### src/rtl/hpt_queue.sv
// Two-entry job queue between the loading front end and the histogram back end.
module hpt_queue #(
    parameter int W = 8
) (
    input  logic         clk,
    input  logic         rst_n,
    input  logic         push,
    input  logic [W-1:0] push_data,
    output logic         push_ready,
    input  logic         pop,
    output logic [W-1:0] pop_data,
    output logic         pop_valid
);
    logic [W-1:0] slot_reg [2];
    logic         wp_reg, rp_reg;
    logic [1:0]   fill_reg;

    assign push_ready = (fill_reg != 2'd2);
    assign pop_valid = (fill_reg != 2'd0);
    assign pop_data = slot_reg[rp_reg];

    // Advance pointers and fill level
    always_ff @(posedge clk or negedge rst_n)
    begin
        if (!rst_n)
        begin
            wp_reg <= 1'b0;
            rp_reg <= 1'b0;
            fill_reg <= 2'd0;
        end
        else
        begin
            if (push && push_ready)
                wp_reg <= ~wp_reg;
            if (pop && pop_valid)
                rp_reg <= ~rp_reg;
            if ((push && push_ready) && !(pop && pop_valid))
                fill_reg <= fill_reg + 2'd1;
            else if (!(push && push_ready) && (pop && pop_valid))
                fill_reg <= fill_reg - 2'd1;
        end
    end

    // Store job data
    always_ff @(posedge clk)
    begin
        if (push && push_ready)
            slot_reg[wp_reg] <= push_data;
    end

endmodule

### config.mk
export PLATFORM = sky130hd
export DESIGN_NAME = hpt_queue
export DESIGN_NICKNAME = d
export VERILOG_FILES = /design/src/rtl/hpt_queue.sv
export SDC_FILE = /design/constraint.sdc
export NUM_CORES = 1
export LEC_CHECK = 0
export ABC_CLOCK_PERIOD_IN_PS = 1700
export BUFFER_PORTS_ARGS = -buffer_cell sky130_fd_sc_hd__buf_4
export CAP_MARGIN = 20
export CORE_ASPECT_RATIO = 0.75
export CORE_MARGIN = 2
export CORE_UTILIZATION = 40
export CTS_CLUSTER_DIAMETER = 80
export DETAILED_ROUTE_END_ITERATION = 16
export PLACE_DENSITY = 0.74
export SLEW_MARGIN = 20
export SYNTH_ARGS = -nofsm -noshare
export SYNTH_HDL_FRONTEND = slang
export SYNTH_SLANG_ARGS = --single-unit
### constraint.sdc
create_clock -name clk -period 1.7 [get_ports clk]
set_clock_uncertainty 0.1 [all_clocks]
set_input_delay 0.17 -clock clk [delete_from_list [all_inputs] [get_ports clk]]
set_output_delay 0.17 -clock clk [all_outputs]
set_load 0.05 [all_outputs]
# Yosys cells after proc, flatten, opt, wreduce, memory -nomap -nowiden

Memory sizes are Yosys's and may differ from the RTL's.
Cells that the tools add are included.

RAM bits: 16
Flip-flop bits (word level): 4
Memories: 1
Word-level logic and storage cells: 21

Memory list:

| memory   | words | width | rd ports | clocked after Yosys merged registers in | write ports | line | RTL |
|---|---|---|---|---|---|---|---|
| slot_reg | 2     | 8     | 1        | 0                                       | 1           | 14   | `logic [W-1:0] slot_reg [2];` |

Equal/unequal tests: 1
Muxes and demuxes: 4
$add $sub $neg: 2
Bitwise logic cells: 2
Reductions and logical operators: 8

Operator list:

| kind                  | count |
|---|---|
| $logic_and A1 B1 Y1   | 4 |
| $mux W2               | 2 |
| $reduce_bool A2 Y1    | 2 |
| $add A2 B1 Y2 const B | 1 |
| $logic_not A1 Y1      | 2 |
| $mux W1               | 2 |
| $ne A2 B2 Y1 const B  | 1 |
| $not A1 Y1            | 2 |
| $sub A2 B1 Y2 const B | 1 |

# Longest topological paths before layout

Gate-level depths: netlist (run 1).

Depth after elaboration: 6
Depth in mapped cells: 7
Depth with buffers taken out: 7

# Worst setup path before layout (run 1)

No wires, ideal clock.

Kind: reg2reg
Start point: register fill_reg[0]
End point: memory slot_reg[0][0], enable pin
Stages on the path, launching flop included: 4
Arrival: 1.131 ns
Buffers on the path: 0
Setup slack: 0.099 ns
Clock period less this slack: 1.601 ns
Data required time: 1.230 ns
Cells stage by stage: dfrtp_1 -> nand2b_4 -> nand2_1 -> nor2_1

Longest elaborated chain between the ends: 4

RTL lines:

| what                          | line | RTL |
|---|---|---|
| start: declaration            | 16   | `logic [1:0] fill_reg;` |
| start signal: assignment      | 38   | `fill_reg <= fill_reg + 2'd1;` |
| start signal: assignment      | 40   | `fill_reg <= fill_reg - 2'd1;` |
| $ne A2 B2 Y1                  | 18   | `assign push_ready = (fill_reg != 2'd2);` |
| via push_ready                | 9    | `output logic push_ready,` |
| $logic_and A1 B1 Y1           | 47   | `if (push && push_ready)` |
| $mux W1                       | 47   |  |
| $mux W1 (implied by the code) | 48   | `slot_reg[wp_reg] <= push_data;` |
| end: declaration              | 14   |  |

The timed path passes the listed nets, and every way through them passes these cells.

# Final worst setup path (run 1)

Start point: register rp_reg
End point: output port pop_data[1]

Longest elaborated chain between the ends: 1

RTL lines:

| what                     | line | RTL |
|---|---|---|
| start: declaration       | 15   | `logic wp_reg, rp_reg;` |
| start signal: assignment | 36   | `rp_reg <= ~rp_reg;` |
| $mem_v2 Z2 W8            | -    |  |
| end: declaration         | 11   | `output logic [W-1:0] pop_data,` |

No other way between the ends.

==> results of run 1 <==
==> path summary, 6_finish.rpt <==
check / to / slack, ns / start
min in group asynchronous: wp_reg$_DFFE_PN0P_ / 0.11 / rst_n
worst min register to register: wp_reg$_DFFE_PN0P_ / 0.41 / wp_reg$_DFFE_PN0P_
worst max register to register: fill_reg[1]$_DFFE_PN0P_ / 0.15 / fill_reg[0]$_DFFE_PN0P_
worst max-delay path: pop_data[1] / 0.07 / rp_reg$_DFFE_PN0P_
max in group asynchronous: rp_reg$_DFFE_PN0P_ / 1.28 / rst_n
worst min-delay path: rp_reg$_DFFE_PN0P_ / 0.02 / pop
==> synthesized netlist by cell type <==
library cell	count
edfxtp_1	16
mux2_2	8
dfrtp_1	4
xnor2_1	3
nor2_1	2
xor2_1	2
and3_1	1
buf_2	1
ha_1	1
inv_1	1
nand2_1	1
nand2_4	1
nand2b_4	1
or2_4	1
==> worst max-delay path: cells and delay by family, from the launching register on <==
family	cells	cell delay [ns]
flip-flops	1	0.51
multiplexers	1	0.36
buffers and inverters	1	0.19
==> stage by stage <==
stage / utilization / power (W) / instances / instance area [sq um] / setup WS (ns)
floorplan: - / 0.001512 / 43 / 787.0 / 0.09909
global placement: 0.5490 / 0.001767 / 87 / 982.2 / 0.2278
detailed placement: 0.5490 / 0.001786 / 87 / 982.2 / 0.1707
CTS: 0.6147 / 0.002028 / 100 / 1100 / 0.04624
global route: 0.6168 / 0.002125 / 100 / 1104 / -0.001152
finish: 0.6168 / 0.002010 / 100 / 1104 / 0.07311
==> what timing repair did <==
| action | CTS | global route |
|---|---|---|
| setup endpoints to repair | 8 | 1 |
| hold buffers | 9 | 0 |
| resized for setup | 1 | 1 |
| endpoints found under the hold margin | 20 | 0 |
==> cell families (layout without fill, tap and decap cells) <==
family / count (synthesis) / count (layout) / synth area share
multiplexers: 8 / 8 / 0.1145
AND/OR/NAND/NOR: 7 / 7 / 0.06518
adder cells (fa/ha/maj): 1 / 1 / 0.01590
flip-flops: 20 / 20 / 0.7377
XOR/XNOR: 5 / 5 / 0.05565
buffers and inverters: 2 / 37 / 0.01112
==> final cells by class <==
cell class              count  share of cell area
well taps                  22             0.02494
multi-input cells          21              0.1825
flip-flops and latches     20              0.5272
repair buffers             32              0.2381
clock inverters             1            0.003401
clock buffers               3             0.02041
inverters                   1            0.003401
==> report_power, final <==
group          internal, W  total, W  switching (W)
Sequential        0.000687  0.000795       0.000108
Combinational     0.000399  0.000997       0.000598
Clock            0.0000855  0.000217       0.000132
==> metal layers <==
layer  routed length, um  vias to the layer above  GRT usage
li1                    -                      226          -
met2                 630                       17     0.2143
met3                  94                        0    0.06173
met1                 532                      202     0.1397
met4                   0                        0    0.02927
met5                   0                        -          0
==> flow_results.xml, run 1 <==
<?xml version="1.0" encoding="UTF-8"?>
<metrics>
  <group name="detailed_routing">
    <metric name="route.detailed.vias_per_inst" unit="">4.450</metric>
    <metric name="routedWlPerCell" unit="um">12.57</metric>
    <metric name="ant_nets" unit="">0</metric>
    <metric name="detail_route.drc_violations" unit="">0</metric>
    <metric name="detailroute.via_count" unit="">445</metric>
    <metric name="drtIter0Drc" unit="">3</metric>
    <metric name="detailedRoute.firstPassIterationCount" unit="">2</metric>
    <metric name="drt_wl_total" unit="um">1257</metric>
  </group>
  <group name="cts">
    <metric name="cts_inserted_buffers" unit="">3</metric>
    <metric name="clock_tree_from_tritoncts" unit="">yes</metric>
    <metric name="post_cts_buffers" unit="">0</metric>
    <metric name="max_clock_buf_depth" unit="">2</metric>
    <metric name="clock-sinks" unit="">20</metric>
    <metric name="htree_levels" unit="">1</metric>
    <metric name="insertion_delay_of_the_later_clocked_pin_in_the_worst_skew_pair" unit="ns">0.29</metric>
    <metric name="clk_pin_slew" unit="ns">0.10</metric>
    <metric name="clock_root_cell" unit="">clkbuf_4</metric>
  </group>
  <group name="die">
    <metric name="start_util" unit="">0.4399</metric>
    <metric name="coreArea" unit="sq um">1789</metric>
    <metric name="fp.dieArea" unit="sq um">2342</metric>
    <metric name="placement_rows" unit="">13</metric>
    <metric name="die_y" unit="um">42.42</metric>
    <metric name="dieWidth" unit="um">55.22</metric>
    <metric name="design.portCount" unit="">22</metric>
  </group>
  <group name="sta">
    <metric name="min_period_over_period" unit="">0.9570</metric>
    <metric name="timing.final.hold_violations" unit="">0</metric>
    <metric name="setup_total_negative_slack" unit="ns">0</metric>
    <metric name="setup_viol" unit="">0</metric>
    <metric name="max_clock_freq" unit="GHz">0.6147</metric>
    <metric name="worst_pin_slew" unit="ns">0.3871</metric>
    <metric name="final.hold.worst_slack" unit="ns">0.01849</metric>
    <metric name="grt_setup_unrepaired" unit="">yes</metric>
    <metric name="slew_violations" unit="">0</metric>
    <metric name="slew-limit-headroom" unit="">0.7419</metric>
    <metric name="timing.final.crit_period" unit="ns">1.627</metric>
  </group>
  <group name="placement">
    <metric name="portBuffers" unit="">21</metric>
    <metric name="post_detailed_placement_half_perimeter_wirelength" unit="um">893.1</metric>
    <metric name="gpl.final_weighted_congestion" unit="">0.7183</metric>
  </group>
  <group name="setup_path">
    <metric name="worstPathCellList" unit="">mux2_2, buf_4</metric>
    <metric name="critPathMaxFanout" unit="">9</metric>
    <metric name="worst-endpoint-arrival" unit="ns">1.36</metric>
    <metric name="timing.critical_path.from_type" unit="">flop</metric>
    <metric name="required" unit="ns">1.43</metric>
    <metric name="r2r_cells" unit="">6</metric>
    <metric name="timing.setup.critical_path_class" unit="">reg2out</metric>
    <metric name="crit_path_top_delay_cell" unit="">dfrtp_2</metric>
    <metric name="cp-end-kind" unit="">output pin</metric>
    <metric name="stage_delay_of_the_slowest_cell_on_the_critical_path" unit="ns">0.51</metric>
  </group>
  <group name="grt">
    <metric name="vias_in_the_first_global_route" unit="">481</metric>
    <metric name="total_global_route_track_usage" unit="">0.1247</metric>
    <metric name="grt_start_max_net_pins" unit="">12</metric>
    <metric name="gr-total-overflow" unit="">0</metric>
    <metric name="grt_antenna_before_repair" unit="">0</metric>
    <metric name="grt_first_pass_wirelength" unit="um">2152</metric>
  </group>
  <group name="logic_synthesis">
    <metric name="synth.yosys.warnings" unit="">0</metric>
    <metric name="postSynthNetCount" unit="">56</metric>
    <metric name="syn_inst" unit="">43</metric>
    <metric name="yosys_register_bits" unit="">20</metric>
    <metric name="syn-mean-instance-area" unit="sq um">18.30</metric>
    <metric name="yosysSeqAreaShare" unit="">0.7377</metric>
    <metric name="cell_area_after_synthesis" unit="sq um">787.0</metric>
    <metric name="synth.lib_cells_used.distinct" unit="">14</metric>
    <metric name="netlist.top_cell.by_area" unit="">edfxtp_1</metric>
    <metric name="synth.top_cells.by_area" unit="">edfxtp_1 61%, dfrtp_1 13%, mux2_2 11%, xnor2_1 3.3%, xor2_1 2.2%</metric>
    <metric name="synth_top_area_share" unit="">0.6105</metric>
  </group>
  <group name="cells_and_area">
    <metric name="syn_to_final_growth" unit="%">40.22</metric>
    <metric name="final_layout_size_suffix_gt1_frac" unit="">0.4872</metric>
    <metric name="final_cell_mix" unit="">23 x buf_4, 16 x edfxtp_1, 9 x dlygate4sd3_1</metric>
    <metric name="post_layout_nets" unit="">92</metric>
    <metric name="multi_input_area" unit="sq um">201.4</metric>
    <metric name="register_area" unit="sq um">581.8</metric>
    <metric name="nFillCells" unit="">153</metric>
    <metric name="insertedDiodeCount" unit="">0</metric>
    <metric name="layout.cells.most_common" unit="">buf_4</metric>
    <metric name="largest_register_ff_count" unit="">16</metric>
  </group>
  <group name="status">
    <metric name="run_status" unit="">completed</metric>
  </group>
  <group name="run">
    <metric name="drv.max_cap_violation_count" unit="">0</metric>
  </group>
  <group name="power_and_ir_drop">
    <metric name="ir_drop" unit="V">0.0009812</metric>
    <metric name="power_density_cells" unit="nW/um^2">1821</metric>
    <metric name="cellLeakagePower" unit="nW">0.4544</metric>
  </group>
  <group name="worst_hold_path">
    <metric name="worstHoldPathType" unit="">in2reg</metric>
    <metric name="worstHoldPathCells" unit="">3</metric>
  </group>
</metrics>
Note: power is estimated with default switching activity, not from simulation.
==> inputs of run 2 (changes only) <==
--- a/config.mk
+++ b/config.mk
@@ -14,6 +14,7 @@
 export CTS_CLUSTER_DIAMETER = 80
 export DETAILED_ROUTE_END_ITERATION = 16
 export PLACE_DENSITY = 0.74
+export SETUP_SLACK_MARGIN = 0.3
 export SLEW_MARGIN = 20
 export SYNTH_ARGS = -nofsm -noshare
 export SYNTH_HDL_FRONTEND = slang
==> run 2 against run 1 <==
Wire length increased by 16%. Cell count is 6.0% higher. Setup slack gained 0.050 ns. Critical path depth grew 1. Critical endpoint unchanged. First-iteration DRC count rose to 8.0 times the previous value. Combinational power up 29%. Register-to-register slack improved by 0.11 ns.
==> flow_results.xml, run 2 (synthesized netlist as in run 1, its figures left out) <==
<?xml version="1.0" encoding="UTF-8"?>
<metrics>
  <group name="cells_and_area">
    <metric name="syn_to_final_growth" unit="%">55.01</metric>
    <metric name="largest_register_ff_count" unit="">16</metric>
    <metric name="insertedDiodeCount" unit="">0</metric>
    <metric name="final_cell_mix" unit="">17 x buf_4, 16 x edfxtp_1, 12 x buf_6</metric>
    <metric name="layout.cells.most_common" unit="">buf_4</metric>
    <metric name="final_layout_size_suffix_gt1_frac" unit="">0.5952</metric>
    <metric name="final_cell_count_no_fill" unit="">106</metric>
    <metric name="post_layout_nets" unit="">98</metric>
  </group>
  <group name="power_and_ir_drop">
    <metric name="comb_power_share" unit="">0.566</metric>
    <metric name="internal_cell_power" unit="W">0.001356</metric>
    <metric name="ir_drop" unit="V">0.001277</metric>
    <metric name="netSwitchingFraction" unit="">0.4050</metric>
    <metric name="power_density_cells" unit="nW/um^2">1868</metric>
    <metric name="design_power_total" unit="W">0.002279</metric>
    <metric name="cellLeakagePower" unit="nW">0.4944</metric>
    <metric name="share_clk_of_total_power" unit="">0.097</metric>
    <metric name="sw_pwr" unit="W">0.0009230</metric>
    <metric name="p_seq_frac" unit="">0.337</metric>
  </group>
  <group name="die">
    <metric name="dieWidth" unit="um">55.22</metric>
    <metric name="die_y" unit="um">42.42</metric>
    <metric name="placement_rows" unit="">13</metric>
    <metric name="start_util" unit="">0.4399</metric>
    <metric name="design.portCount" unit="">22</metric>
    <metric name="fp.dieArea" unit="sq um">2342</metric>
    <metric name="coreArea" unit="sq um">1789</metric>
  </group>
  <group name="setup_path">
    <metric name="r2r_setup_slack" unit="ns">0.26</metric>
    <metric name="r2r_cells" unit="">7</metric>
    <metric name="critPathMaxFanout" unit="">5</metric>
    <metric name="crit_path_start" unit="">rp_reg$_DFFE_PN0P_</metric>
    <metric name="timing.setup.critical_path_class" unit="">reg2out</metric>
    <metric name="timing.critical_path.to" unit="">pop_data[1]</metric>
    <metric name="required" unit="ns">1.43</metric>
    <metric name="r2r_end" unit="">fill_reg[1]$_DFFE_PN0P_</metric>
    <metric name="cp-end-kind" unit="">output pin</metric>
    <metric name="worst_r2r_start" unit="">fill_reg[0]$_DFFE_PN0P_</metric>
    <metric name="worst-endpoint-arrival" unit="ns">1.31</metric>
    <metric name="timing.critical_path.from_type" unit="">flop</metric>
  </group>
  <group name="grt">
    <metric name="grt_first_pass_wirelength" unit="um">2297</metric>
    <metric name="grt_start_max_net_pins" unit="">12</metric>
    <metric name="vias_in_the_first_global_route" unit="">502</metric>
    <metric name="total_global_route_track_usage" unit="">0.1366</metric>
    <metric name="gr-total-overflow" unit="">0</metric>
    <metric name="grt_antenna_before_repair" unit="">0</metric>
  </group>
  <group name="detailed_routing">
    <metric name="route.detailed.vias_per_inst" unit="">4.736</metric>
    <metric name="detail_route.drc_violations" unit="">0</metric>
    <metric name="ant_nets" unit="">0</metric>
    <metric name="drtIter0Drc" unit="">24</metric>
    <metric name="detailedRoute.firstPassIterationCount" unit="">4</metric>
    <metric name="routedWlPerCell" unit="um">13.77</metric>
    <metric name="drt_wl_total" unit="um">1460</metric>
    <metric name="detailroute.via_count" unit="">502</metric>
  </group>
  <group name="cts">
    <metric name="clock-sinks" unit="">20</metric>
    <metric name="insertion_delay_of_the_later_clocked_pin_in_the_worst_skew_pair" unit="ns">0.30</metric>
    <metric name="clk_pin_slew" unit="ns">0.10</metric>
    <metric name="clock_tree_from_tritoncts" unit="">yes</metric>
    <metric name="clock_root_cell" unit="">clkbuf_4</metric>
    <metric name="cts_inserted_buffers" unit="">3</metric>
    <metric name="max_clock_buf_depth" unit="">2</metric>
    <metric name="htree_levels" unit="">1</metric>
  </group>
  <group name="sta">
    <metric name="worst_pin_slew" unit="ns">0.2613</metric>
    <metric name="grt_setup_unrepaired" unit="">yes</metric>
    <metric name="final.hold.worst_slack" unit="ns">0.1190</metric>
    <metric name="timing.final.crit_period" unit="ns">1.577</metric>
    <metric name="setup_viol" unit="">0</metric>
    <metric name="slew_violations" unit="">0</metric>
    <metric name="setup_total_negative_slack" unit="ns">0</metric>
    <metric name="min_period_over_period" unit="">0.9278</metric>
    <metric name="slew-limit-headroom" unit="">0.8254</metric>
    <metric name="max_clock_freq" unit="GHz">0.6340</metric>
    <metric name="timing.final.hold_violations" unit="">0</metric>
  </group>
  <group name="status">
    <metric name="run_status" unit="">completed</metric>
  </group>
  <group name="placement">
    <metric name="place.detailed.instances" unit="">85</metric>
    <metric name="portBuffers" unit="">21</metric>
    <metric name="gpl.final_weighted_congestion" unit="">0.7500</metric>
  </group>
  <group name="run">
    <metric name="drv.max_cap_violation_count" unit="">0</metric>
  </group>
  <group name="worst_hold_path">
    <metric name="worstHoldPathType" unit="">in2reg</metric>
  </group>
</metrics>
[run 2: power by group through the flow]
stage / combinational (W) / sequential [W] / clock, W
after floorplan: 0.000794 / 0.000747 / 0
after global placement: 0.000982 / 0.000798 / 0
after detailed placement: 0.000986 / 0.000804 / 0
after CTS: 0.00124 / 0.000760 / 0.000230
after global routing: 0.00136 / 0.000780 / 0.000255
final: 0.00129 / 0.000768 / 0.000221
[run 2: worst min path at each step]
| stage | start | end | slack, ns | depth (start not counted) |
|---|---|---|---|---|
| 2_1_floorplan | rst_n | fill_reg[0]$_DFFE_PN0P_ | -0.23 | 0 |
| 3_3_place_gp | rst_n | fill_reg[0]$_DFFE_PN0P_ | -0.13 | 1 |
| 3_5_place_dp | rst_n | fill_reg[0]$_DFFE_PN0P_ | -0.13 | 1 |
| 4_1_cts | push | wp_reg$_DFFE_PN0P_ | 0.06 | 3 |
| 5_1_grt | pop | rp_reg$_DFFE_PN0P_ | 0.1 | 4 |
| 6_report | pop | rp_reg$_DFFE_PN0P_ | 0.12 | 4 |
[run 2: worst max-delay path, stage by stage, from the launching register on]
cell and delay (ns):
dfrtp_2 0.39, buf_6 0.13, mux2_2 0.34, buf_6 0.15
[run 2: per-layer routing]
metal,GRT usage,vias up,share of wire
met5,0,-,0
met4,0.07317,0,0.026
li1,-,241,-
met2,0.2381,19,0.52
met3,0.04630,6,0.044
met1,0.1474,236,0.41
[run 2: metrics by stage]
stage	util	area [sq um]	worst slack (ns)
after floorplan	-	809.5	0.1906
after global placement	0.5531	989.7	0.2321
after detailed placement	0.5531	989.7	0.2299
after CTS	0.6657	1191	0.1167
after global routing	0.6818	1220	0.06305
final	0.6818	1220	0.1228
[run 2: area by class of cell]
type                            instances  area (sq um)
Fill cell                             131         569.3
Timing Repair Buffer                   38         352.8
Inverter                                1         3.754
Multi-Input combinational cell         21         226.5
Clock buffer                            3         22.52
Tap cell                               22         27.53
Clock inverter                          1         3.754
Sequential cell                        20         583.1
[run 2: timing repair]
item | 4_1_cts | 5_1_grt
setup buffers | 5 | 3
endpoints found under the setup margin | 26 | 19
hold endpoints to repair | 20 | 0
pin swaps | 5 | 2
hold buffers | 9 | 0
resized for setup | 16 | 3
==> inputs of run 3 (changes only) <==
==> constraint.sdc (replaced) <==
create_clock -name clk -period 1.7 [get_ports clk]
set_clock_uncertainty 0.1 [all_clocks]
set_input_delay 0.34 -clock clk [delete_from_list [all_inputs] [get_ports clk]]
set_output_delay 0.34 -clock clk [all_outputs]
set_load 0.05 [all_outputs]
==> run 3 against run 2 <==
The flow now finishes with violations (negative setup slack). Utilization down 1.8 points. Combinational power up 8%. Wire length down 8.0%. Sequential share of layout area up 1.3 points. Largest cell class unchanged.
==> flow_results.xml, run 3 (synthesized netlist as in run 1, its figures left out) <==
<?xml version="1.0" encoding="UTF-8"?>
<metrics>
  <group name="status">
    <metric name="run_status" unit="">complete, but fails checks</metric>
    <metric name="failed_checks" unit="">negative setup slack</metric>
  </group>
  <group name="placement">
    <metric name="portBuffers" unit="">21</metric>
    <metric name="gpl.final_weighted_congestion" unit="">0.6798</metric>
    <metric name="placement.cell_area" unit="sq um">997.2</metric>
  </group>
  <group name="cts">
    <metric name="htree_levels" unit="">1</metric>
    <metric name="clock-sinks" unit="">20</metric>
    <metric name="clock_root_cell" unit="">clkbuf_4</metric>
    <metric name="clk_pin_slew" unit="ns">0.11</metric>
    <metric name="cts_inserted_buffers" unit="">3</metric>
    <metric name="clock_tree_from_tritoncts" unit="">yes</metric>
    <metric name="max_clock_buf_depth" unit="">2</metric>
    <metric name="insertion_delay_of_the_later_clocked_pin_in_the_worst_skew_pair" unit="ns">0.30</metric>
  </group>
  <group name="sta">
    <metric name="grt_setup_unrepaired" unit="">yes</metric>
    <metric name="setup_total_negative_slack" unit="ns">-0.2792</metric>
    <metric name="setup_viol" unit="">8</metric>
    <metric name="max_clock_freq" unit="GHz">0.5720</metric>
    <metric name="timing.final.crit_period" unit="ns">1.748</metric>
    <metric name="final.setup.worst_slack" unit="ns">-0.04838</metric>
    <metric name="slew_violations" unit="">0</metric>
    <metric name="final.hold.worst_slack" unit="ns">0.1181</metric>
    <metric name="slew-limit-headroom" unit="">0.8648</metric>
    <metric name="worst_pin_slew" unit="ns">0.2028</metric>
    <metric name="min_period_over_period" unit="">1.028</metric>
    <metric name="timing.final.hold_violations" unit="">0</metric>
  </group>
  <group name="detailed_routing">
    <metric name="wl_met1" unit="um">541</metric>
    <metric name="drtIter0Drc" unit="">4</metric>
    <metric name="topRoutingLayerUsed" unit="">met4</metric>
    <metric name="detailroute.via_count" unit="">462</metric>
    <metric name="route.detailed.vias_per_inst" unit="">4.714</metric>
    <metric name="ant_nets" unit="">0</metric>
    <metric name="drt_wl_total" unit="um">1343</metric>
    <metric name="routedWlPerCell" unit="um">13.70</metric>
    <metric name="detail_route.drc_violations" unit="">0</metric>
    <metric name="met3WireLength" unit="um">77</metric>
    <metric name="detailedRoute.firstPassIterationCount" unit="">3</metric>
    <metric name="wl_met2" unit="um">684</metric>
  </group>
  <group name="run">
    <metric name="drv.max_cap_violation_count" unit="">0</metric>
  </group>
  <group name="cells_and_area">
    <metric name="largest_register_ff_count" unit="">16</metric>
    <metric name="final_cell_mix" unit="">16 x edfxtp_1, 15 x buf_4, 11 x buf_6</metric>
    <metric name="final_layout_size_suffix_gt1_frac" unit="">0.6974</metric>
    <metric name="design_area" unit="sq um">1187</metric>
    <metric name="syn_to_final_growth" unit="%">50.87</metric>
    <metric name="layout.cells.most_common" unit="">edfxtp_1</metric>
    <metric name="layout.core_utilization" unit="">0.6636</metric>
    <metric name="post_layout_nets" unit="">90</metric>
    <metric name="insertedDiodeCount" unit="">0</metric>
  </group>
  <group name="grt">
    <metric name="total_global_route_track_usage" unit="">0.1372</metric>
    <metric name="grt_antenna_before_repair" unit="">0</metric>
    <metric name="gr-total-overflow" unit="">0</metric>
    <metric name="grt_start_max_net_pins" unit="">12</metric>
    <metric name="vias_in_the_first_global_route" unit="">466</metric>
    <metric name="grt_first_pass_wirelength" unit="um">2290</metric>
  </group>
  <group name="power_and_ir_drop">
    <metric name="ir_drop" unit="V">0.001130</metric>
    <metric name="cellLeakagePower" unit="nW">0.4791</metric>
    <metric name="power_density_cells" unit="nW/um^2">2025</metric>
  </group>
  <group name="setup_path">
    <metric name="timing.critical_path.from_type" unit="">flop</metric>
    <metric name="critPathMaxFanout" unit="">5</metric>
    <metric name="timing.setup.critical_path_class" unit="">reg2out</metric>
    <metric name="required" unit="ns">1.26</metric>
    <metric name="worst-endpoint-arrival" unit="ns">1.31</metric>
    <metric name="cp-end-kind" unit="">output pin</metric>
  </group>
  <group name="worst_hold_path">
    <metric name="worstHoldPathType" unit="">in2reg</metric>
  </group>
  <group name="die">
    <metric name="fp.dieArea" unit="sq um">2342</metric>
    <metric name="coreArea" unit="sq um">1789</metric>
    <metric name="start_util" unit="">0.4399</metric>
    <metric name="die_y" unit="um">42.42</metric>
    <metric name="placement_rows" unit="">13</metric>
    <metric name="design.portCount" unit="">22</metric>
    <metric name="dieWidth" unit="um">55.22</metric>
  </group>
</metrics>
## run 3: cell types whose count changed in the layout (fill, tap and decap cells not counted)
cell,previous run,this run
buf_6,12,11
xor2_1,2,1
nor2_1,1,0
nor2_4,1,2
mux2_4,0,1
mux2_2,8,7
clkbuf_8,0,1
clkinv_1,1,0
xor2_2,0,1
buf_4,17,15
dlygate4sd3_1,9,1
buf_8,0,3
## run 3: where the power goes
| group | total [W] | internal, W | switching (W) |
|---|---|---|---|
| clock network | 0.000264 | 0.000131 | 0.000134 |
| logic | 0.00139 | 0.000634 | 0.000755 |
| registers | 0.000752 | 0.000689 | 0.0000622 |
| total | 0.00240 | 0.00145 | 0.000951 |
## run 3: final cells by class
type                            count  area (sq um)
Fill cell                         124         601.8
Inverter                            1         3.754
Tap cell                           22         27.53
Timing Repair Buffer               30         291.5
Multi-Input combinational cell     21         245.2
Clock buffer                        4         36.28
Sequential cell                    20         583.1
## run 3: metal layers
layer / track usage / up-vias
met1: 0.1491 / 221
met5: 0 / -
met4: 0.08780 / 0
met2: 0.2214 / 16
li1: - / 221
met3: 0.05864 / 4
## run 3: final timing paths
kind,slack [ns],from,cells after the start,to
worst max-delay path,-0.05,rp_reg$_DFFE_PN0P_,3,pop_data[7]
min in group asynchronous,0.25,rst_n,2,fill_reg[1]$_DFFE_PN0P_
worst min register to register,0.48,fill_reg[1]$_DFFE_PN0P_,2,fill_reg[1]$_DFFE_PN0P_
worst max register to register,0.24,fill_reg[0]$_DFFE_PN0P_,6,fill_reg[1]$_DFFE_PN0P_
worst min-delay path,0.12,push_data[7],1,slot_reg[1][7]$_DFFE_PP_
max in group asynchronous,1.13,rst_n,2,rp_reg$_DFFE_PN0P_
## run 3: metrics by stage
stage | total power, W | setup slack (ns) | instances
after floorplan | 0.001541 | 0.1906 | 43
after global placement | 0.001787 | 0.1271 | 86
after detailed placement | 0.001816 | 0.1312 | 86
after CTS | 0.002341 | -0.04930 | 96
after global routing | 0.002530 | -0.1049 | 98
final | 0.002405 | -0.04838 | 98
## run 3: worst max-delay path, cell delays in order (launching register included)
cell and delay (ns):
dfrtp_2 0.42, buf_6 0.13, mux2_4 0.31, buf_8 0.15
## run 3: what timing repair did
action,4_1_cts,5_1_grt
buffers inserted,5,2
endpoints found under the hold margin,4,0
hold buffers,1,0
endpoints found under the setup margin,19,19
pin swaps,6,4
gates resized for setup,24,4
