File: config.mk
export PLATFORM = sky130hd
export DESIGN_NAME = hpt_back_flat
export DESIGN_NICKNAME = d
export VERILOG_FILES = /design/src/rtl/hpt_pkg.sv /design/src/rtl/hpt_if.sv /design/src/rtl/hpt_div.sv /design/src/rtl/hpt_back.sv /design/src/flat_wrapper.sv
export SDC_FILE = /design/constraint.sdc
export NUM_CORES = 2
export LEC_CHECK = 0
export ABC_AREA = 1
export BUFFER_PORTS_ARGS = -buffer_cell sky130_fd_sc_hd__buf_2
export CAP_MARGIN = 20
export CORE_MARGIN = 5
export CORE_UTILIZATION = 45
export CTS_CLUSTER_DIAMETER = 40
export DETAILED_ROUTE_END_ITERATION = 10
export PLACE_DENSITY = 0.66
export RECOVER_POWER = 100
export SYNTH_ARGS = -nofsm -noshare
export SYNTH_HDL_FRONTEND = slang
export SYNTH_SLANG_ARGS = --single-unit
File: constraint.sdc
create_clock -name clk -period 13.05 [get_ports clk]
set_input_delay 2.61 -clock clk [delete_from_list [all_inputs] [get_ports clk]]
set_output_delay 2.61 -clock clk [all_outputs]
set_load 0.02 [all_outputs]
File: src/rtl/hpt_pkg.sv
// Shared constants and types for the histogram peak height threshold block.
package hpt_pkg;

    localparam int DW = 16;
    localparam int NB_W = 6;
    localparam int NUM_W = DW + NB_W;
    localparam int NQ_W = 5;
    localparam logic [NQ_W-1:0] NQ_BIN = 5'd6;
    localparam logic [NQ_W-1:0] NQ_OUT = 5'd16;
    localparam logic [NB_W-1:0] NUM_BINS_RESET = 6'd20;
    localparam int MAX_ITEMS_DEF = 1024;
    localparam int MAX_BINS_DEF = 64;

    typedef enum logic [3:0] {
        B_IDLE,
        B_H_RD,
        B_DIV_GO,
        B_DIV_WAIT,
        B_BIN_RD,
        B_BIN_WR,
        B_SCAN_RD,
        B_SCAN_CMP,
        B_WALK_SET,
        B_WALK_RD,
        B_WALK_CMP,
        B_FDIV_GO,
        B_FDIV_WAIT,
        B_OUT
    } back_state_t;

endpackage

File: src/rtl/hpt_if.sv


interface hpt_out_if;
    logic        valid;
    logic        ready;
    logic [15:0] title_height;
    logic        degenerate;
    modport source (output valid, output title_height, output degenerate, input ready);
    modport sink (input valid, input title_height, input degenerate, output ready);
endinterface


File: src/rtl/hpt_div.sv
// Iterative restoring divider, one quotient bit per cycle.
module hpt_div (
    input  logic                      clk,
    input  logic                      rst_n,
    input  logic                      start,
    input  logic [hpt_pkg::NUM_W-1:0] num,
    input  logic [hpt_pkg::DW-1:0]    den,
    input  logic [hpt_pkg::NQ_W-1:0]  nq,
    output logic                      done,
    output logic [hpt_pkg::DW-1:0]    quo
);
    import hpt_pkg::*;

    localparam int SH_W = 2 * DW - 1;

    logic              busy_reg, busy_next;
    logic [NQ_W-1:0]   cnt_reg, cnt_next;
    logic [NUM_W-1:0]  rem_reg, rem_next;
    logic [SH_W-1:0]   sh_reg, sh_next;
    logic [DW-1:0]     quo_reg, quo_next;
    logic [SH_W-1:0]   rem_ext;

    assign rem_ext = SH_W'(rem_reg);
    assign done = busy_reg && (cnt_reg == '0);
    assign quo = quo_reg;

    // Load operands on start, then subtract the shifted divisor once per cycle
    always_comb
    begin
        busy_next = busy_reg;
        cnt_next = cnt_reg;
        rem_next = rem_reg;
        sh_next = sh_reg;
        quo_next = quo_reg;
        if (!busy_reg && start)
        begin
            busy_next = 1'b1;
            cnt_next = nq;
            rem_next = num;
            sh_next = SH_W'(den) << (nq - NQ_W'(1));
            quo_next = '0;
        end
        else if (busy_reg && cnt_reg != '0)
        begin
            if (rem_ext >= sh_reg)
            begin
                rem_next = rem_reg - NUM_W'(sh_reg);
                quo_next = {quo_reg[DW-2:0], 1'b1};
            end
            else
            begin
                quo_next = {quo_reg[DW-2:0], 1'b0};
            end
            sh_next = sh_reg >> 1;
            cnt_next = cnt_reg - NQ_W'(1);
        end
        else if (done)
        begin
            busy_next = 1'b0;
        end
    end

    always_ff @(posedge clk or negedge rst_n)
    begin
        if (!rst_n)
        begin
            busy_reg <= 1'b0;
            cnt_reg <= '0;
        end
        else
        begin
            busy_reg <= busy_next;
            cnt_reg <= cnt_next;
        end
    end

    always_ff @(posedge clk)
    begin
        rem_reg <= rem_next;
        sh_reg <= sh_next;
        quo_reg <= quo_next;
    end

endmodule

File: src/rtl/hpt_back.sv
// Back end: bins the stored heights, finds the peak label, computes the threshold.
module hpt_back #(
    parameter int MAX_ITEMS = hpt_pkg::MAX_ITEMS_DEF,
    parameter int MAX_BINS = hpt_pkg::MAX_BINS_DEF,
    localparam int AW = $clog2(MAX_ITEMS),
    localparam int CNT_W = $clog2(MAX_ITEMS + 1),
    localparam int BW = $clog2(MAX_BINS),
    localparam int JW = 2 * hpt_pkg::DW + CNT_W + hpt_pkg::NB_W + 1
) (
    input  logic                   clk,
    input  logic                   rst_n,
    input  logic [JW-1:0]          job_data,
    input  logic                   job_valid,
    output logic                   job_pop,
    output logic                   mem_release,
    output logic [AW-1:0]          rd_addr,
    input  logic [hpt_pkg::DW-1:0] rd_data,
    hpt_out_if.source              results
);
    import hpt_pkg::*;

    back_state_t      state_reg, state_next;
    logic [DW-1:0]    min_reg, min_next;
    logic [DW-1:0]    range_reg, range_next;
    logic [CNT_W-1:0] cnt_reg, cnt_next;
    logic [NB_W-1:0]  nb_reg, nb_next;
    logic [CNT_W-1:0] idx_reg, idx_next;
    logic [BW-1:0]    baddr_reg, baddr_next;
    logic [BW-1:0]    label_reg, label_next;
    logic [CNT_W-1:0] best_reg, best_next;
    logic [DW-1:0]    title_reg, title_next;
    logic             deg_reg, deg_next;
    logic [NUM_W-1:0] prod_reg, prod_next;

    logic [CNT_W-1:0] bmem [MAX_BINS];
    logic [CNT_W-1:0] brd_reg;
    logic [MAX_BINS-1:0] bvalid_reg;
    logic             bclear, bwrite;
    logic [CNT_W-1:0] bval;

    logic [DW-1:0]    j_min, j_range;
    logic [CNT_W-1:0] j_cnt;
    logic [NB_W-1:0]  j_nb;
    logic             j_deg;
    logic [BW-1:0]    nbb;

    logic             div_start, div_done;
    logic [NUM_W-1:0] div_num;
    logic [DW-1:0]    div_den, div_q;
    logic [NQ_W-1:0]  div_nq;
    logic [BW-1:0]    qbin;

    assign {j_min, j_range, j_cnt, j_nb, j_deg} = job_data;
    assign nbb = BW'(nb_reg);
    assign bval = bvalid_reg[baddr_reg] ? brd_reg : '0;
    assign qbin = (div_q > DW'(nb_reg)) ? nbb : BW'(div_q);
    assign rd_addr = idx_reg[AW-1:0];

    hpt_div u_div (
        .clk   (clk),
        .rst_n (rst_n),
        .start (div_start),
        .num   (div_num),
        .den   (div_den),
        .nq    (div_nq),
        .done  (div_done),
        .quo   (div_q)
    );

    // Next state and datapath
    always_comb
    begin
        state_next = state_reg;
        min_next = min_reg;
        range_next = range_reg;
        cnt_next = cnt_reg;
        nb_next = nb_reg;
        idx_next = idx_reg;
        baddr_next = baddr_reg;
        label_next = label_reg;
        best_next = best_reg;
        title_next = title_reg;
        deg_next = deg_reg;
        prod_next = prod_reg;
        unique case (state_reg)
            B_IDLE:
            begin
                if (job_valid)
                begin
                    min_next = j_min;
                    range_next = j_range;
                    cnt_next = j_cnt;
                    nb_next = j_nb;
                    idx_next = '0;
                    if (j_deg)
                    begin
                        title_next = j_min;
                        deg_next = 1'b1;
                        state_next = B_OUT;
                    end
                    else
                    begin
                        deg_next = 1'b0;
                        state_next = B_H_RD;
                    end
                end
            end
            B_H_RD:
                state_next = B_DIV_GO;
            B_DIV_GO:
            begin
                prod_next = NUM_W'(rd_data - min_reg) * NUM_W'(nb_reg);
                state_next = B_DIV_WAIT;
            end
            B_DIV_WAIT:
            begin
                if (div_done)
                begin
                    baddr_next = qbin;
                    state_next = B_BIN_RD;
                end
            end
            B_BIN_RD:
                state_next = B_BIN_WR;
            B_BIN_WR:
            begin
                idx_next = idx_reg + CNT_W'(1);
                if (idx_reg + CNT_W'(1) == cnt_reg)
                begin
                    baddr_next = '0;
                    state_next = B_SCAN_RD;
                end
                else
                begin
                    state_next = B_H_RD;
                end
            end
            B_SCAN_RD:
                state_next = B_SCAN_CMP;
            B_SCAN_CMP:
            begin
                if (baddr_reg == '0 || bval > best_reg)
                begin
                    best_next = bval;
                    label_next = baddr_reg;
                end
                if (baddr_reg == nbb)
                begin
                    state_next = B_WALK_SET;
                end
                else
                begin
                    baddr_next = baddr_reg + BW'(1);
                    state_next = B_SCAN_RD;
                end
            end
            B_WALK_SET:
            begin
                if (label_reg < nbb)
                begin
                    baddr_next = label_reg + BW'(1);
                    state_next = B_WALK_RD;
                end
                else
                begin
                    state_next = B_FDIV_GO;
                end
            end
            B_WALK_RD:
                state_next = B_WALK_CMP;
            B_WALK_CMP:
            begin
                if (best_reg > bval)
                begin
                    label_next = baddr_reg;
                    best_next = bval;
                    if (baddr_reg < nbb)
                    begin
                        baddr_next = baddr_reg + BW'(1);
                        state_next = B_WALK_RD;
                    end
                    else
                    begin
                        state_next = B_FDIV_GO;
                    end
                end
                else
                begin
                    state_next = B_FDIV_GO;
                end
            end
            B_FDIV_GO:
            begin
                prod_next = NUM_W'(NB_W'(label_reg)) * NUM_W'(range_reg);
                state_next = B_FDIV_WAIT;
            end
            B_FDIV_WAIT:
            begin
                if (div_done)
                begin
                    title_next = min_reg + div_q;
                    state_next = B_OUT;
                end
            end
            B_OUT:
            begin
                if (results.ready)
                    state_next = B_IDLE;
            end
            default:
                state_next = B_IDLE;
        endcase
    end

    // Control outputs per state
    always_comb
    begin
        job_pop = 1'b0;
        mem_release = 1'b0;
        div_start = 1'b0;
        div_num = prod_reg;
        div_den = range_reg;
        div_nq = NQ_BIN;
        bclear = 1'b0;
        bwrite = 1'b0;
        results.valid = 1'b0;
        unique case (state_reg)
            B_IDLE:
            begin
                job_pop = job_valid;
                mem_release = job_valid && j_deg;
                bclear = job_valid;
            end
            B_DIV_WAIT:
                div_start = 1'b1;
            B_BIN_WR:
            begin
                bwrite = 1'b1;
                mem_release = (idx_reg + CNT_W'(1) == cnt_reg);
            end
            B_FDIV_WAIT:
            begin
                div_start = 1'b1;
                div_den = DW'(nb_reg);
                div_nq = NQ_OUT;
            end
            B_OUT:
                results.valid = 1'b1;
            default:
            begin
            end
        endcase
    end

    assign results.title_height = title_reg;
    assign results.degenerate = deg_reg;

    // Advance state and valid bits
    always_ff @(posedge clk or negedge rst_n)
    begin
        if (!rst_n)
        begin
            state_reg <= B_IDLE;
            bvalid_reg <= '0;
        end
        else
        begin
            state_reg <= state_next;
            if (bclear)
                bvalid_reg <= '0;
            else if (bwrite)
                bvalid_reg[baddr_reg] <= 1'b1;
        end
    end

    // Hold job and search registers
    always_ff @(posedge clk)
    begin
        min_reg <= min_next;
        range_reg <= range_next;
        cnt_reg <= cnt_next;
        nb_reg <= nb_next;
        idx_reg <= idx_next;
        baddr_reg <= baddr_next;
        label_reg <= label_next;
        best_reg <= best_next;
        title_reg <= title_next;
        deg_reg <= deg_next;
        prod_reg <= prod_next;
    end

    // Bin count memory with registered read
    always_ff @(posedge clk)
    begin
        if (bwrite)
            bmem[baddr_reg] <= bval + CNT_W'(1);
        brd_reg <= bmem[baddr_reg];
    end

    a_bin_in_range: assert property (@(posedge clk) disable iff (!rst_n)
        (state_reg == B_DIV_WAIT && div_done) |-> (div_q <= DW'(nb_reg)))
        else $error("bin index exceeds bin count");
    a_idx_bound: assert property (@(posedge clk) disable iff (!rst_n)
        (state_reg == B_BIN_WR) |-> (idx_reg < cnt_reg))
        else $error("binning pass ran past the stored heights");
    a_pop_idle: assert property (@(posedge clk) disable iff (!rst_n)
        job_pop |=> (state_reg != B_IDLE))
        else $error("job taken without starting work");
    a_label_bound: assert property (@(posedge clk) disable iff (!rst_n)
        (state_reg == B_FDIV_GO) |-> (label_reg <= nbb))
        else $error("peak label beyond last bin");

endmodule

File: src/flat_wrapper.sv
// flat-port wrapper written by rule: the top's interface ports become plain ports
module hpt_back_flat import hpt_pkg::*;
#(
    parameter int MAX_ITEMS = hpt_pkg::MAX_ITEMS_DEF,
    parameter int MAX_BINS = hpt_pkg::MAX_BINS_DEF,
    localparam int AW = $clog2(MAX_ITEMS),
    localparam int CNT_W = $clog2(MAX_ITEMS + 1),
    localparam int BW = $clog2(MAX_BINS),
    localparam int JW = 2 * hpt_pkg::DW + CNT_W + hpt_pkg::NB_W + 1
)
  (clk, rst_n, job_data, job_valid, job_pop, mem_release, rd_addr, rd_data, results_valid, results_title_height, results_degenerate, results_ready);
  hpt_out_if results_i ();
  input  logic clk;
  input  logic rst_n;
  input  logic [JW-1:0] job_data;
  input  logic job_valid;
  output logic job_pop;
  output logic mem_release;
  output logic [AW-1:0] rd_addr;
  input  logic [hpt_pkg::DW-1:0] rd_data;
  output wire logic [$bits(results_i.valid)-1:0] results_valid;
  output wire logic [$bits(results_i.title_height)-1:0] results_title_height;
  output wire logic [$bits(results_i.degenerate)-1:0] results_degenerate;
  input wire logic [$bits(results_i.ready)-1:0] results_ready;
  assign results_valid = results_i.valid;
  assign results_title_height = results_i.title_height;
  assign results_degenerate = results_i.degenerate;
  assign results_i.ready = results_ready;
  hpt_back #(.MAX_ITEMS(MAX_ITEMS), .MAX_BINS(MAX_BINS)) u_core (.clk(clk), .rst_n(rst_n), .job_data(job_data), .job_valid(job_valid), .job_pop(job_pop), .mem_release(mem_release), .rd_addr(rd_addr), .rd_data(rd_data), .results(results_i));
endmodule
Yosys cells after proc, flatten, opt, wreduce, memory -nomap -nowiden. Memories as Yosys holds them, arrays and structs flattened. A register that Yosys moved wholly into a read port is not among the register bits. Index checks and enable logic that the tools add are counted.

RAM bits: 704. Input bits: 70. Memories: 1. Flip-flop bits (word level): 265.

Bitwise logic cells: 1. Shift operators: 1. Add/sub/neg operators: 9. Eq/ne operators: 27. Muxes and demuxes: 60. Magnitude comparators: 8. Multipliers: 2. Reductions and logical operators: 29.

Memories: u_core.bmem (words 64, bits a word 11, read ports 1, clocked after Yosys merged registers in 1, write ports 1, line hpt_back.sv:35) `logic [CNT_W-1:0] bmem [MAX_BINS];`.

Operator list (count): $mux 64 (2); $mux 22 (3); $mux 16 (4); $or 64x64->64 (1); $mux 31 (2); $pmux 4 s14 (1); $mux 6 (9); $mux 11 (4); $pmux 11 s2 (2); $pmux 22 s2 (1); $pmux 16 s2 (1); $ge 22x31->1 (1); $shl 16x5->31 (1); $pmux 6 s5 (1); $eq 4x4->1 const B (6); $mux 4 (6); $add 11x1->11 const B (2); $gt 11x11->1 (2); $mul 22x6->22 (1); $mul 6x16->22 (1); $sub 22x22->22 (1); $sub 16x16->17 (1); $add 16x16->16 (1); $eq 4x3->1 const B (4); 33 further kinds (79).

Logic depth before layout (Yosys ltp).
Depth after elaboration: 7. Mapped depth: 27.

Modules after synthesis. From an unflattened synthesis, not the netlist that was laid out.

Cells, all modules: 4686. Area total of the unflattened synthesis: 49376.1 µm².

Modules (own cells, without submodules): hpt_back (area each 43568.0 µm², sequential area each 26725.6 µm², times used 1, cells an instance 3828); hpt_div (area each 5808.1 µm², sequential area each 2062.0 µm², times used 1, cells an instance 858).

Worst setup path after synthesis. Ideal clock, no wire load.

Path type: input port to flip-flop. Start: in rd_data[0] (netlist bit). End: reg u_core.prod_reg[17] (netlist: u_core.div_num[17]) (data pin). Stages: 24. Arrival time: 7.197 ns. Slack: 5.595 ns. Library setup time: 0.258 ns. Path through: inv_1 > ha_1 > fa_1 > o21ai_1 > a21oi_1 > o21ai_1 > a31oi_1 > xor2_1 > nor2_1 > fa_1 > fa_1 > inv_1 > fa_1 > inv_1 > ha_1 > a21oi_1 > o21ai_0 > inv_1 > nand2_1 > nor2_1 > nor3_1 > or2_2 > o21ai_0 > nand2_1.

Word-level cells in the longest chain between the ends: 3.

Ends and longest elaborated chain: start: declaration (line flat_wrapper.sv:20) `input logic [hpt_pkg::DW-1:0] rd_data;`; $sub 16x16->17 (line hpt_back.sv:112) `prod_next = NUM_W'(rd_data - min_reg) * NUM_W'(nb_reg);`; $mul 22x6->22 (line hpt_back.sv:112); $pmux 22 s2 (line hpt_back.sv:85) `unique case (state_reg)`; net u_core.prod_next[17] (line hpt_back.sv:33) `logic [NUM_W-1:0] prod_reg, prod_next;`; end signal: assignment (line hpt_back.sv:289) `prod_reg <= prod_next;`; end: declaration (line hpt_back.sv:33).

The timed path passes the listed nets, and every way through them passes these cells. A chain may end at the register's enable or synchronous reset.

Worst setup path in the final report.
Start: in job_valid. End: out job_pop.

Word-level cells in the longest chain between the ends: 1.

Ends and longest elaborated chain: start: declaration (line flat_wrapper.sv:16) `input logic job_valid;`; $mux 1 (line hpt_back.sv:227) `unique case (state_reg)`; end: declaration (line flat_wrapper.sv:17) `output logic job_pop;`.

Every way passes these cells.

==> impl_metrics.prom <==
# TYPE chip_impl_metric gauge
chip_impl_metric{name="max_slew.worst_pin.slew",unit="ns"} 3.34
chip_impl_metric{name="postRouteAntennaNets",unit=""} 0
chip_impl_metric{name="timing.critical_path.arrival",unit="ns"} 7.10
chip_impl_metric{name="vias_per_cell",unit=""} 5.58
chip_impl_info{name="reg2reg_from",value="u_core.baddr_reg[2]"} 1
chip_impl_metric{name="cts.sinks",unit=""} 980
chip_impl_info{name="path_common_cell",value="sky130_fd_sc_hd__clkbuf_1"} 1
chip_impl_metric{name="core",unit="um2"} 105000
chip_impl_metric{name="regArea",unit="um2"} 28800
chip_impl_metric{name="dr.pass1.iters",unit=""} 6
chip_impl_metric{name="postLayoutCellArea",unit="um2"} 54000
chip_impl_metric{name="count_of_max_cap_constraint_violations",unit=""} 25
chip_impl_metric{name="critPathRequiredTime",unit="ns"} 10.44
chip_impl_info{name="setup.worst_path.end_class",value="output pin"} 1
chip_impl_metric{name="pwr_density_cell",unit="nW/um2"} 263
chip_impl_metric{name="yosys.area_share.adder",unit=""} 0.0903
chip_impl_metric{name="post_cts.repair.setup_buffers",unit=""} 0
chip_impl_metric{name="pin_count",unit=""} 100
chip_impl_metric{name="drc_errors",unit=""} 0
chip_impl_metric{name="setup_viol",unit=""} 0
chip_impl_metric{name="timing.final.ws_setup",unit="ns"} 3.34
chip_impl_metric{name="count_of_standard_cell_rows",unit=""} 119
chip_impl_info{name="synth_top_area_cell",value="sky130_fd_sc_hd__edfxtp_1"} 1
chip_impl_metric{name="finalMaxSlewViolations",unit=""} 1189
chip_impl_metric{name="final_nets",unit=""} 4806
chip_impl_metric{name="maximum_fanout_along_the_worst_path",unit=""} 50
chip_impl_info{name="run_status",value="finished, violations left"} 1
chip_impl_metric{name="dpl-instance-area",unit="um2"} 49900
chip_impl_info{name="timing.rr.end",value="u_core.bmem[34][3]"} 1
chip_impl_info{name="timing.critical_path.cells",value="clkbuf_1 -> nand2_1 -> clkbuf_1 -> clkinvlp_2 -> clkbuf_1 -> clkbuf_1"} 1
chip_impl_metric{name="post_synthesis_compound_gate_area_fraction",unit=""} 0.0873
chip_impl_info{name="setup.worst_path.start",value="job_valid"} 1
chip_impl_metric{name="crit_share_post_route",unit=""} 0.744
chip_impl_metric{name="synth-seq-cells",unit=""} 980
chip_impl_metric{name="cts_inserted_buffers",unit=""} 131
chip_impl_info{name="critical-path-top-delay-family",value="buffers and inverters"} 1
chip_impl_metric{name="critPathMaxStageDelay",unit="ns"} 2.21
chip_impl_metric{name="grt_start_max_net_pins",unit=""} 79
chip_impl_metric{name="gr-usage-all-layers",unit=""} 0.231
chip_impl_metric{name="net-switching-power",unit="mW"} 5.92
chip_impl_metric{name="core_occupancy_in_the_finished_layout",unit=""} 0.513
chip_impl_metric{name="syn_to_final_growth",unit="%"} 13.4
chip_impl_info{name="dominant_combinational_cell_family_by_area_after_synthesis",value="simple AND/OR/NAND/NOR gates"} 1
chip_impl_metric{name="p_sw_frac",unit=""} 0.416
chip_impl_metric{name="multiInputGateArea",unit="um2"} 16400
chip_impl_info{name="synth-main-ff-cell",value="sky130_fd_sc_hd__edfxtp_1"} 1
chip_impl_metric{name="clk_latency",unit="ns"} 0.74
chip_impl_info{name="clockRootBuffer",value="sky130_fd_sc_hd__clkbuf_16"} 1
chip_impl_metric{name="synth_seq_area_share",unit=""} 0.605
chip_impl_info{name="grt_setup_unrepaired",value="false"} 1
chip_impl_info{name="synth_area_leaders",value="sky130_fd_sc_hd__edfxtp_1 (55%), sky130_fd_sc_hd__nand2_1 (8.3%), sky130_fd_sc_hd__fa_1 (5.3%)"} 1
chip_impl_metric{name="setup-tns-final",unit="ns"} 0
chip_impl_metric{name="dieHeight",unit="um"} 335
chip_impl_metric{name="muxShareOfSynthArea",unit=""} 0
chip_impl_metric{name="vias",unit=""} 33277
chip_impl_metric{name="timing.final.hold_violations",unit=""} 0
chip_impl_metric{name="synth-warning-count",unit=""} 0
chip_impl_metric{name="global_route_wire_length_before_repair",unit="mm"} 198
chip_impl_metric{name="flip_flop_count_of_the_largest_register_all_copies_and_words_added",unit=""} 704
chip_impl_metric{name="synth_simple_gate_area_frac",unit=""} 0.152
chip_impl_info{name="synth_top_cells_by_count",value="sky130_fd_sc_hd__nand2_1 (1051), sky130_fd_sc_hd__edfxtp_1 (879), sky130_fd_sc_hd__inv_1 (428)"} 1
chip_impl_metric{name="postCtsResizedCells",unit=""} 0
chip_impl_metric{name="timing.reg2reg.setup_slack",unit="ns"} 3.44
chip_impl_metric{name="dieArea",unit="um2"} 112000
chip_impl_metric{name="post_synth_xor_area_fraction",unit=""} 0.0121
chip_impl_info{name="hold_start",value="u_core.bvalid_reg[26]"} 1
chip_impl_metric{name="p_seq_frac",unit=""} 0.301
chip_impl_metric{name="grt.overflow.total",unit=""} 0
chip_impl_metric{name="route.detailed.wl_per_inst",unit="um"} 22.0
chip_impl_metric{name="synth_edf_count",unit=""} 879
chip_impl_metric{name="synth_top_area_frac",unit=""} 0.555
chip_impl_metric{name="grt_antenna_before_repair",unit=""} 3
chip_impl_metric{name="power.ir.vdd_worst",unit="V"} 0.000180
chip_impl_metric{name="comb_power_share",unit=""} 0.445
chip_impl_metric{name="portbufs",unit=""} 99
chip_impl_metric{name="post_cts_hold_buffer_count",unit=""} 0
chip_impl_metric{name="cts.reportedPaths.clkPinSlew",unit="ns"} 0.05
chip_impl_metric{name="p_int",unit="mW"} 8.30
chip_impl_metric{name="proportion_of_layout_cells_with_a_drive_suffix_above_1",unit=""} 0.0755
chip_impl_metric{name="place.gp.congestion",unit=""} 0.940
chip_impl_metric{name="final.setup_skew",unit="ns"} 0.0341
chip_impl_metric{name="drt_iter0_markers",unit=""} 3271
chip_impl_metric{name="fillCellCount",unit=""} 9212
chip_impl_info{name="cts_tree",value="yes"} 1
chip_impl_metric{name="cts_max_path_buffers",unit=""} 3
chip_impl_info{name="synth_most_common_cell",value="sky130_fd_sc_hd__nand2_1"} 1
chip_impl_metric{name="synthesis.area_per_instance",unit="um2"} 11.1
chip_impl_metric{name="critPathBufInv",unit=""} 5
chip_impl_info{name="cp-start-kind",value="primary input"} 1
chip_impl_metric{name="post-dp-hpwl",unit="mm"} 84.2
chip_impl_metric{name="syn_inst",unit=""} 4284
chip_impl_metric{name="power.share.clock",unit=""} 0.255
chip_impl_info{name="failed_checks",value="max-capacitance violations, max-slew violations"} 1
chip_impl_info{name="critical-path-slowest-cell",value="sky130_fd_sc_hd__clkbuf_1"} 1
chip_impl_metric{name="htree_levels",unit=""} 4
chip_impl_metric{name="cellLeakagePower",unit="nW"} 21.2
chip_impl_metric{name="routed_wirelength",unit="mm"} 131
chip_impl_metric{name="worstSetupPathDepth",unit=""} 6
chip_impl_metric{name="slew-limit-headroom",unit=""} -1.23
chip_impl_metric{name="fp.dieW",unit="um"} 335
chip_impl_metric{name="synth_nets",unit=""} 4621
chip_impl_metric{name="yosysUniqueCellTypes",unit=""} 61
chip_impl_metric{name="max_freq",unit="MHz"} 103
chip_impl_metric{name="asyncSetResetFlopFracSynth",unit=""} 0.0755
chip_impl_metric{name="worst_slack_after_detailed_placement",unit="ns"} 4.92
chip_impl_metric{name="start_util",unit=""} 0.453
chip_impl_metric{name="mappedNetlistArea",unit="um2"} 47600
chip_impl_info{name="hold_path_class",value="flip-flop to flip-flop"} 1
chip_impl_metric{name="rr_worst_depth",unit=""} 13
chip_impl_metric{name="first_global_vias",unit=""} 32747
chip_impl_info{name="worst-setup-path-type",value="primary input to output pin"} 1
chip_impl_info{name="timing.critical_path.to",value="job_pop"} 1
chip_impl_metric{name="final_critical_path_required_period",unit="ns"} 9.71
cell type report:
cell class                 count  share of cell area
antenna                        3            0.000139
clock buffer                 153              0.0644
clock inverter                83              0.0185
inverter                     449              0.0315
multi-input combinational   2700               0.303
sequential                   980               0.533
tap                         1391              0.0322
timing repair buffer         207              0.0169
power groups by stage:
| stage | Sequential, mW | Clock, mW | Combinational [mW] |
|---|---|---|---|
| after floorplan | 4.23 | 0 | 4.42 |
| after global placement | 4.30 | 0 | 6.23 |
| after detailed placement | 4.30 | 0 | 6.30 |
| after CTS | 4.24 | 3.66 | 6.33 |
| after global routing | 4.30 | 3.80 | 7.09 |
| final | 4.27 | 3.62 | 6.32 |
logic make-up (layout without fill, tap and decap cells):
logic type      after synthesis  count (layout)
flops                       980             980
simple gates               1733            1733
compound gates              633             633
fa+ha+maj                   267             267
other cells                   1               4
xor+xnor                     66              66
buf+inv                     604             892
cells in the final DEF, fill, tap and decap left out, types with 13 or more instances in the layout:
master                      instances
sky130_fd_sc_hd__nand2_1         1055
sky130_fd_sc_hd__edfxtp_1         879
sky130_fd_sc_hd__inv_1            432
sky130_fd_sc_hd__nor2_1           358
sky130_fd_sc_hd__o21ai_0          159
sky130_fd_sc_hd__clkbuf_1         151
sky130_fd_sc_hd__a21oi_1          148
sky130_fd_sc_hd__ha_1             140
sky130_fd_sc_hd__clkbuf_16        134
sky130_fd_sc_hd__fa_1             127
sky130_fd_sc_hd__nand4_1          114
sky130_fd_sc_hd__nand3_1          112
sky130_fd_sc_hd__a22oi_1          103
sky130_fd_sc_hd__dfrtp_1           74
sky130_fd_sc_hd__o21a_1            52
sky130_fd_sc_hd__buf_2             50
sky130_fd_sc_hd__a221oi_1          43
sky130_fd_sc_hd__xor2_1            35
sky130_fd_sc_hd__dfxtp_1           27
sky130_fd_sc_hd__clkinv_2          26
sky130_fd_sc_hd__xnor2_1           25
sky130_fd_sc_hd__nor3_1            24
sky130_fd_sc_hd__buf_4             20
sky130_fd_sc_hd__clkinv_1          18
sky130_fd_sc_hd__a22o_1            16
sky130_fd_sc_hd__or2_2             15
sky130_fd_sc_hd__o22ai_1           15
sky130_fd_sc_hd__bufinv_16         15
sky130_fd_sc_hd__and3_1            14
sky130_fd_sc_hd__o211ai_1          14
sky130_fd_sc_hd__a21o_1            13
worst reg2reg max path: stages (launching register included):
cell and delay (ns):
sky130_fd_sc_hd__edfxtp_1 0.31, sky130_fd_sc_hd__clkbuf_1 1.23, sky130_fd_sc_hd__inv_1 1.02, sky130_fd_sc_hd__nand2_1 0.31, sky130_fd_sc_hd__nand2_1 0.07, sky130_fd_sc_hd__nand2_1 0.18
sky130_fd_sc_hd__nand2_1 0.16, sky130_fd_sc_hd__nor2_2 0.10, sky130_fd_sc_hd__nand2_1 0.35, sky130_fd_sc_hd__nand2_1 0.23, sky130_fd_sc_hd__clkbuf_1 2.23, sky130_fd_sc_hd__nor2_1 0.50
sky130_fd_sc_hd__xor2_4 0.25, sky130_fd_sc_hd__clkbuf_1 2.02
layer usage:
metal,share of wire,track usage
met1,0.40,0.299
met2,0.49,0.389
met3,0.077,0.0443
met4,0.039,0.0898
met5,0,0
how the worst min path moves through the flow:
| stage | end | slack [ns] | depth (start not counted) |
|---|---|---|---|
| global route | u_core.bvalid_reg[14] | 0.50 | 1 |
| floorplan | u_core.label_reg[0] | 0.45 | 0 |
| finish | u_core.bvalid_reg[26] | 0.49 | 1 |
| CTS | u_core.bvalid_reg[26] | 0.49 | 1 |
| global placement | u_core.bvalid_reg[5] | 0.47 | 1 |
| detailed placement | u_core.bvalid_reg[26] | 0.48 | 1 |
metrics by stage:
| step | hold WS (ns) | total power, mW | cells |
|---|---|---|---|
| after floorplan | 0.451 | 8.65 | 4284 |
| after detailed placement | 0.480 | 10.6 | 5725 |
| after CTS | 0.490 | 14.2 | 5961 |
| after global placement | 0.473 | 10.5 | 5724 |
| final | 0.487 | 14.2 | 5966 |
| after global routing | 0.501 | 15.2 | 5964 |
(Power assumes the default switching activity.)
